$ cat config.mk
export PLATFORM = sky130hd
export DESIGN_NAME = level_to_seven_segment_shift_out_unit
export DESIGN_NICKNAME = d
export VERILOG_FILES = /design/src/rtl/l7s_pkg.sv /design/src/rtl/l7s_front.sv /design/src/rtl/l7s_queue.sv /design/src/rtl/l7s_back.sv /design/src/rtl/level_to_seven_segment_shift_out_unit.sv
export SDC_FILE = /design/constraint.sdc
export NUM_CORES = 1
export LEC_CHECK = 0
export ABC_AREA = 1
export ABC_CLOCK_PERIOD_IN_PS = 2000
export BUFFER_PORTS_ARGS = -buffer_cell sky130_fd_sc_hd__buf_4
export CORE_MARGIN = 2
export CORE_UTILIZATION = 63
export DETAILED_ROUTE_END_ITERATION = 8
export MAX_ROUTING_LAYER = met4
export PLACE_DENSITY = 0.81
export REMOVE_ABC_BUFFERS = 1
export SKIP_CTS_REPAIR_TIMING = 1
export SYNTH_ARGS = -nofsm -noshare
export SYNTH_HDL_FRONTEND = slang
export SYNTH_SLANG_ARGS = --single-unit
$ cat constraint.sdc
create_clock -name clk -period 2 [get_ports clk]
set_input_delay 0.3 -clock clk [delete_from_list [all_inputs] [get_ports clk]]
set_output_delay 0.3 -clock clk [all_outputs]
set_load 0.005 [all_outputs]
$ cat src/rtl/l7s_pkg.sv
// ----------------------------------------------------------------------------
// l7s_pkg
// Types, constants and segment decode for the seven-segment shift-out unit.
// ----------------------------------------------------------------------------
`timescale 1ns / 1ps
`default_nettype none

package l7s_pkg;

	localparam int L7S_QUEUE_DEPTH = 2;
	localparam int L7S_PAT_BITS    = 8;

	typedef struct packed {
		logic [7:0] level;
		logic       show;
	} l7s_in_t;

	typedef struct packed {
		logic       line_hundreds;
		logic       line_tens;
		logic       line_units;
		logic [2:0] bit_position;
		logic       latch_now;
	} l7s_out_t;

	typedef struct packed {
		logic [L7S_PAT_BITS-1:0] pat_h;
		logic [L7S_PAT_BITS-1:0] pat_t;
		logic [L7S_PAT_BITS-1:0] pat_u;
	} l7s_pat_t;

	typedef struct packed {
		logic not_empty;
		logic full;
	} l7s_qstat_t;

	function automatic logic [L7S_PAT_BITS-1:0] l7s_seg(input logic [3:0] d);
		logic [L7S_PAT_BITS-1:0] p;
		case (d)
			4'd0:    p = 8'b0011_1111;
			4'd1:    p = 8'b0000_0110;
			4'd2:    p = 8'b0101_1011;
			4'd3:    p = 8'b0100_1111;
			4'd4:    p = 8'b0110_0110;
			4'd5:    p = 8'b0110_1101;
			4'd6:    p = 8'b0111_1101;
			4'd7:    p = 8'b0000_0111;
			4'd8:    p = 8'b0111_1111;
			4'd9:    p = 8'b0110_1111;
			default: p = 8'b0000_0000;
		endcase
		return p;
	endfunction

endpackage

`default_nettype wire

$ cat src/rtl/l7s_front.sv
// ----------------------------------------------------------------------------
// l7s_front
// Accepts a request, splits the level into decimal digits and decodes them.
// ----------------------------------------------------------------------------
`timescale 1ns / 1ps
`default_nettype none

module l7s_front (
	input  wire                 item_valid,
	output logic                item_stall,
	input  l7s_pkg::l7s_in_t    item,
	input  l7s_pkg::l7s_qstat_t qstat,
	output logic                push,
	output l7s_pkg::l7s_pat_t   pat
);
	import l7s_pkg::*;

	logic [15:0] prod10;
	logic [13:0] prod100;
	logic [4:0]  q10;
	logic [1:0]  hund;
	logic [4:0]  hund_x10;
	logic [4:0]  tens5;
	logic [7:0]  q10_x10;
	logic [7:0]  units8;

	// divide by constants through reciprocal multiplies, exact for 0..255
	assign prod10   = 16'(item.level) * 16'd205;
	assign prod100  = 14'(item.level) * 14'd41;
	assign q10      = prod10[15:11];
	assign hund     = prod100[13:12];
	assign hund_x10 = {hund, 3'b000} + {2'b00, hund, 1'b0};
	assign tens5    = q10 - hund_x10;
	assign q10_x10  = {q10, 3'b000} + {2'b00, q10, 1'b0};
	assign units8   = item.level - q10_x10;

	always_comb begin
		pat = '0;
		if (item.show) begin
			pat.pat_h = (hund == 2'd0) ? '0 : l7s_seg({2'b00, hund});
			pat.pat_t = l7s_seg(tens5[3:0]);
			pat.pat_u = l7s_seg(units8[3:0]);
		end
	end

	assign item_stall = qstat.full;
	assign push       = item_valid && !qstat.full;

endmodule

`default_nettype wire

$ cat src/rtl/l7s_queue.sv
// ----------------------------------------------------------------------------
// l7s_queue
// Short queue of decoded patterns between the front and back parts.
// ----------------------------------------------------------------------------
`timescale 1ns / 1ps
`default_nettype none

module l7s_queue #(
	parameter int Depth = l7s_pkg::L7S_QUEUE_DEPTH
) (
	input  wire                 clk,
	input  wire                 arst_n,
	input  wire                 push,
	input  l7s_pkg::l7s_pat_t   wr_data,
	input  wire                 pop,
	output l7s_pkg::l7s_pat_t   rd_data,
	output l7s_pkg::l7s_qstat_t qstat
);
	import l7s_pkg::*;

	localparam int PtrW = (Depth > 1) ? $clog2(Depth) : 1;
	localparam int CntW = $clog2(Depth + 1);

	l7s_pat_t        mem_q [Depth];
	logic [PtrW-1:0] wr_ptr_q;
	logic [PtrW-1:0] rd_ptr_q;
	logic [CntW-1:0] count_q;

	function automatic logic [PtrW-1:0] next_ptr(input logic [PtrW-1:0] p);
		return (p == PtrW'(Depth - 1)) ? '0 : p + PtrW'(1);
	endfunction

	assign qstat.full      = (count_q == CntW'(Depth));
	assign qstat.not_empty = (count_q != '0);
	assign rd_data         = mem_q[rd_ptr_q];

	always_ff @(posedge clk) begin
		if (push) begin
			mem_q[wr_ptr_q] <= wr_data;
		end
	end

	always_ff @(posedge clk or negedge arst_n) begin
		if (!arst_n) begin
			wr_ptr_q <= '0;
			rd_ptr_q <= '0;
			count_q  <= '0;
		end else begin
			if (push) begin
				wr_ptr_q <= next_ptr(wr_ptr_q);
			end
			if (pop) begin
				rd_ptr_q <= next_ptr(rd_ptr_q);
			end
			if (push && !pop) begin
				count_q <= count_q + CntW'(1);
			end else if (pop && !push) begin
				count_q <= count_q - CntW'(1);
			end
		end
	end

endmodule

`default_nettype wire

$ cat src/rtl/l7s_back.sv
// ----------------------------------------------------------------------------
// l7s_back
// Shifts the head patterns out one bit per result and marks the latch pulse.
// ----------------------------------------------------------------------------
`timescale 1ns / 1ps
`default_nettype none

module l7s_back (
	input  wire                 clk,
	input  wire                 arst_n,
	input  l7s_pkg::l7s_pat_t   head,
	input  l7s_pkg::l7s_qstat_t qstat,
	output logic                pop,
	output logic                result_valid,
	input  wire                 result_stall,
	output l7s_pkg::l7s_out_t   result
);
	import l7s_pkg::*;

	logic [2:0] cnt_q;
	logic       result_valid_q;
	l7s_out_t   result_q;
	logic       adv;

	assign adv          = qstat.not_empty && (!result_valid_q || !result_stall);
	assign pop          = adv && (cnt_q == 3'd7);
	assign result_valid = result_valid_q;
	assign result       = result_q;

	always_ff @(posedge clk) begin
		if (adv) begin
			result_q.line_hundreds <= head.pat_h[cnt_q];
			result_q.line_tens     <= head.pat_t[cnt_q];
			result_q.line_units    <= head.pat_u[cnt_q];
			result_q.bit_position  <= cnt_q;
			result_q.latch_now     <= (cnt_q == 3'd7);
		end
	end

	always_ff @(posedge clk or negedge arst_n) begin
		if (!arst_n) begin
			cnt_q          <= '0;
			result_valid_q <= 1'b0;
		end else begin
			if (adv) begin
				cnt_q          <= cnt_q + 3'd1;
				result_valid_q <= 1'b1;
			end else if (!result_stall) begin
				result_valid_q <= 1'b0;
			end
		end
	end

endmodule

`default_nettype wire

$ cat src/rtl/level_to_seven_segment_shift_out_unit.sv
// ----------------------------------------------------------------------------
// level_to_seven_segment_shift_out_unit
// Three-digit seven-segment serial driver.
// ----------------------------------------------------------------------------
// Usage:
//   item channel: item_valid / item_stall carry a request of a level byte
//   and a show flag. Each request yields eight results on the result
//   channel (result_valid / result_stall): one bit per digit data line,
//   pattern bit 0 first, with latch_now set on the eighth.
//   A taken request enters the pattern queue; the back end registers its
//   first result from the queue head, and the rest follow one per cycle
//   while the receiver takes them. The back end, at one pattern bit per
//   cycle, sets the request rate; the queue holds QueueDepth decoded
//   requests, so a new request is taken while the previous one shifts out.
//   Reset: clears the queue and drops result_valid; no request is pending.
//   Receiver stall: the result holds, the back end waits, the queue fills
//   and item_stall rises once it is full.
// ----------------------------------------------------------------------------
`timescale 1ns / 1ps
`default_nettype none

module level_to_seven_segment_shift_out_unit #(
	parameter int QueueDepth = l7s_pkg::L7S_QUEUE_DEPTH
) (
	input  wire               clk,
	input  wire               arst_n,
	input  wire               item_valid,
	output logic              item_stall,
	input  l7s_pkg::l7s_in_t  item,
	output logic              result_valid,
	input  wire               result_stall,
	output l7s_pkg::l7s_out_t result
);
	import l7s_pkg::*;

	l7s_qstat_t qstat;
	l7s_pat_t   wr_pat;
	l7s_pat_t   head;
	logic       push;
	logic       pop;

	l7s_front u_front (
		.item_valid (item_valid),
		.item_stall (item_stall),
		.item       (item),
		.qstat      (qstat),
		.push       (push),
		.pat        (wr_pat)
	);

	l7s_queue #(
		.Depth (QueueDepth)
	) u_queue (
		.clk     (clk),
		.arst_n  (arst_n),
		.push    (push),
		.wr_data (wr_pat),
		.pop     (pop),
		.rd_data (head),
		.qstat   (qstat)
	);

	l7s_back u_back (
		.clk          (clk),
		.arst_n       (arst_n),
		.head         (head),
		.qstat        (qstat),
		.pop          (pop),
		.result_valid (result_valid),
		.result_stall (result_stall),
		.result       (result)
	);

endmodule

`default_nettype wire

==> results by group <==
Logic synthesis
  • Synthesized area: 4440 um2
  • Synth cell count leaders: nand2_1, ha_1, inv_1
  • Post-Syn Area per Cell: 9.07 um2
  • Share of synthesized registers carrying an async set or reset: 15.7%
  • Post-synth top area cell: edfxtp_1
  • Yosys warns: 0
  • Post-Synth XOR/XNOR Area: 1.58%
  • Cell count after synthesis: 490
  • Synthesized flop and latch total: 51
  • Area share of the largest cell type after synthesis: 29.1%
  • Most common cell in the synthesized netlist: nand2_1
  • Synth area leaders: edfxtp_1, ha_1, nand2_1, inv_1, fa_1
  • Fraction of the mapped netlist area in simple logic gates: 20.6%
  • Largest family of logic cells by synthesized area: adder cells
  • Number of enable flip-flop cells after synthesis: 43
  • Adder-Cell Fraction of Synth Area: 29.8%
  • Compound-Gate Fraction of Synth Area: 7.32%
  • Top FF cell, synth: edfxtp_1
  • Mux cell area share after synthesis: 0%
  • Register area share after synthesis: 33.6%
  • Yosys cell types: 35

Worst hold path
  • Hold Crit Start: result_stall
  • Worst Hold Path EP: u_back.result_valid
  • Worst Hold Class: input pin to flip-flop
  • Worst Hold Path Cells: 3

Placed design
  • Placer Congestion: 0.916
  • Count of input and output buffers: 21
  • Setup slack at placement: -2870 ps
  • Placed cell count: 673
  • Post-DP HPWL: 7870 um

Floorplan
  • Die width: 88.0 um
  • Starting Density: 65.4%
  • Chip height: 88.0 um
  • Num rows: 30
  • Ports: 22
  • Die ar.: 7740 um2
  • Core ar.: 6790 um2

Outcome
  • Failing checks: negative setup slack
  • Status: finished, violations left

Finish
  • Syn-to-layout area delta: 31.6%
  • Final net count: 706
  • Diode count: 0
  • Fin cells: 692
  • Final core occ: 86.1%
  • Share of post-route cells with drive strength above 1: 36.4%

Drt
  • Vias: 4205
  • DR DRC count: 0
  • Avg WL per Cell: 20.0 um
  • DRT iter0 DRCs: 484
  • Vias per std cell: 6.08
  • Routed wire length: 13800 um
  • Detail Route Antenna Nets: 0
  • 1st-pass router iterations: 6

Timing
  • Minimum clock period: 4550 ps
  • Tcrit/Tclk final: 228%
  • Final setup violation count: 36
  • Rel. slew slack: 67.1%
  • RSZ-0062 raised after global routing: true
  • Final WS setup: -2550 ps
  • Final hold slack: 224 ps
  • Max Clock Freq: 0.220 GHz
  • Worst slew pin tran: 493 ps
  • Final Slew Violations: 0
  • Max Clock Skew: 18.4 ps
  • Final-report hold violation count: 0

Clocking
  • Root buf cell: clkbuf_8
  • H-tree levels: 2
  • CTS tree: built
  • Max clock buf depth: 2
  • Worst skew pair latency: 310 ps
  • Clock transition at the registers of the reported paths: 100 ps
  • Num CTS Buffers: 5
  • Clock sink count: 51

Pwr
  • VDD IR max: 1.14 mV
  • Total leakage power: 2.89 nW
  • Pwr Density: 1600 nW/um2

Run
  • MaxCap Viol Count: 0

Critical path
  • FF-to-FF Start: u_queue.count_q[0]
  • Critical Path RT: 2060 ps
  • R2R depth: 6
  • Critical setup path kind: input pin to flip-flop
  • R2R setup slack: 200 ps
  • Critical Path Start Type: input pin
  • Worst R2R End: u_queue.count_q[1]
  • Crit-path max FO: 6
  • Worst setup EP type: flip-flop
  • Data arrival, critical path: 4610 ps

Global routing
  • Overflow after GRT: 0
  • First-pass GRT wire length: 16000 um
  • Tot GR Track Use: 27.2%
  • Vias in the first global route: 3608
  • Initial antenna violation count: 0
  • Largest net degree at the start of global routing: 20
## layout by cell type (no fill, tap or decap), types with 4 or more instances in the layout
| cell | synthesis | layout |
|---|---|---|
| ha_4 | 0 | 17 |
| o21ai_0 | 17 | 17 |
| a21oi_2 | 4 | 8 |
| edfxtp_1 | 43 | 43 |
| fa_1 | 13 | 12 |
| or2_2 | 7 | 7 |
| nand2_2 | 7 | 24 |
| nand2_1 | 100 | 79 |
| nor2_1 | 44 | 36 |
| nand4_1 | 5 | 5 |
| o22ai_1 | 4 | 4 |
| buf_4 | 0 | 93 |
| a21oi_1 | 15 | 10 |
| nand3_1 | 9 | 9 |
| nor2_2 | 8 | 13 |
| buf_6 | 0 | 6 |
| inv_1 | 77 | 69 |
| clkbuf_8 | 0 | 7 |
| nand2_4 | 7 | 10 |
| ha_1 | 85 | 65 |
| xor2_1 | 4 | 4 |
| dfrtp_1 | 8 | 8 |
| inv_2 | 3 | 10 |
## final cells by class
type / instances / area, um2
Clock buffer: 7 / 96.3
Clock inverter: 1 / 6.26
Fill cell: 295 / 947
Inverter: 81 / 307
Multi-Input combinational cell: 355 / 3040
Sequential cell: 51 / 1490
Tap cell: 96 / 120
Timing Repair Buffer: 101 / 791
## stage by stage
step                      power, mW  instance area, um2  TNS [ps]
after global routing           9.83                5850    -77710
after floorplan                5.20                4430    -75820
after global placement         6.72                5220    -85640
final                          9.35                5850    -74910
after detailed placement       7.04                5220    -89850
after CTS                      7.69                5330    -78650
## report_power, final
| group | internal [mW] | switching, mW | total, mW |
|---|---|---|---|
| Clock | 0.316 | 0.348 | 0.665 |
| Sequential | 1.82 | 0.175 | 1.99 |
| Combinational | 2.72 | 3.97 | 6.69 |
| Total | 4.86 | 4.50 | 9.35 |
## logic make-up after synthesis
logic type      count (synthesis)
fa+ha+maj                      98
compound gates                 54
simple gates                  195
buf+inv                        84
flops                          51
xor+xnor                        8
## sequential cells by signal (all words and copies together) (netlist names)
name / cells
u_queue.wr_ptr_q: 1
u_back.result: 7
u_queue.mem_q: 36
u_queue.count_q: 2
u_queue.rd_ptr_q: 1
u_back.cnt_q: 3
u_back.result_valid: 1
## worst max-delay path by stage
stage               startpoint                   end  slack [ps]  cells past startpoint
floorplan              item[2]  u_queue.mem_q[0][10]       -2560                     23
global placement       item[2]   u_queue.mem_q[0][9]       -2690                     24
detailed placement     item[2]   u_queue.mem_q[0][9]       -2870                     24
CTS                    item[2]   u_queue.mem_q[1][9]       -2590                     24
global route           item[7]   u_queue.mem_q[1][9]       -2600                     29
finish                 item[3]  u_queue.mem_q[0][12]       -2550                     24
## worst max-delay path, cell delays in order
cell and delay [ps]:
buf_4 130, buf_6 130, ha_4 270, inv_1 70, fa_2 580, inv_1 70
fa_1 570, ha_4 230, ha_4 290, nand2_4 60, nor2_1 140, nor2_2 70
nand2_2 70, nand2_2 90, nand3b_1 170, nand2_2 110, ha_4 250, or2_2 290
nand2_1 150, inv_2 100, a21oi_1 220, nand2_2 90, nand2_2 90, nor2_2 50
## per-layer routing
metal	vias up	part of all wire (%)	GRT usage, %
met4	0	6.1	6.85
met3	109	10	3.68
met2	319	48	45.2
li1	1822	-	-
met5	-	0	-
met1	1955	36	35.3
Power figures use the tool's default switching activity.
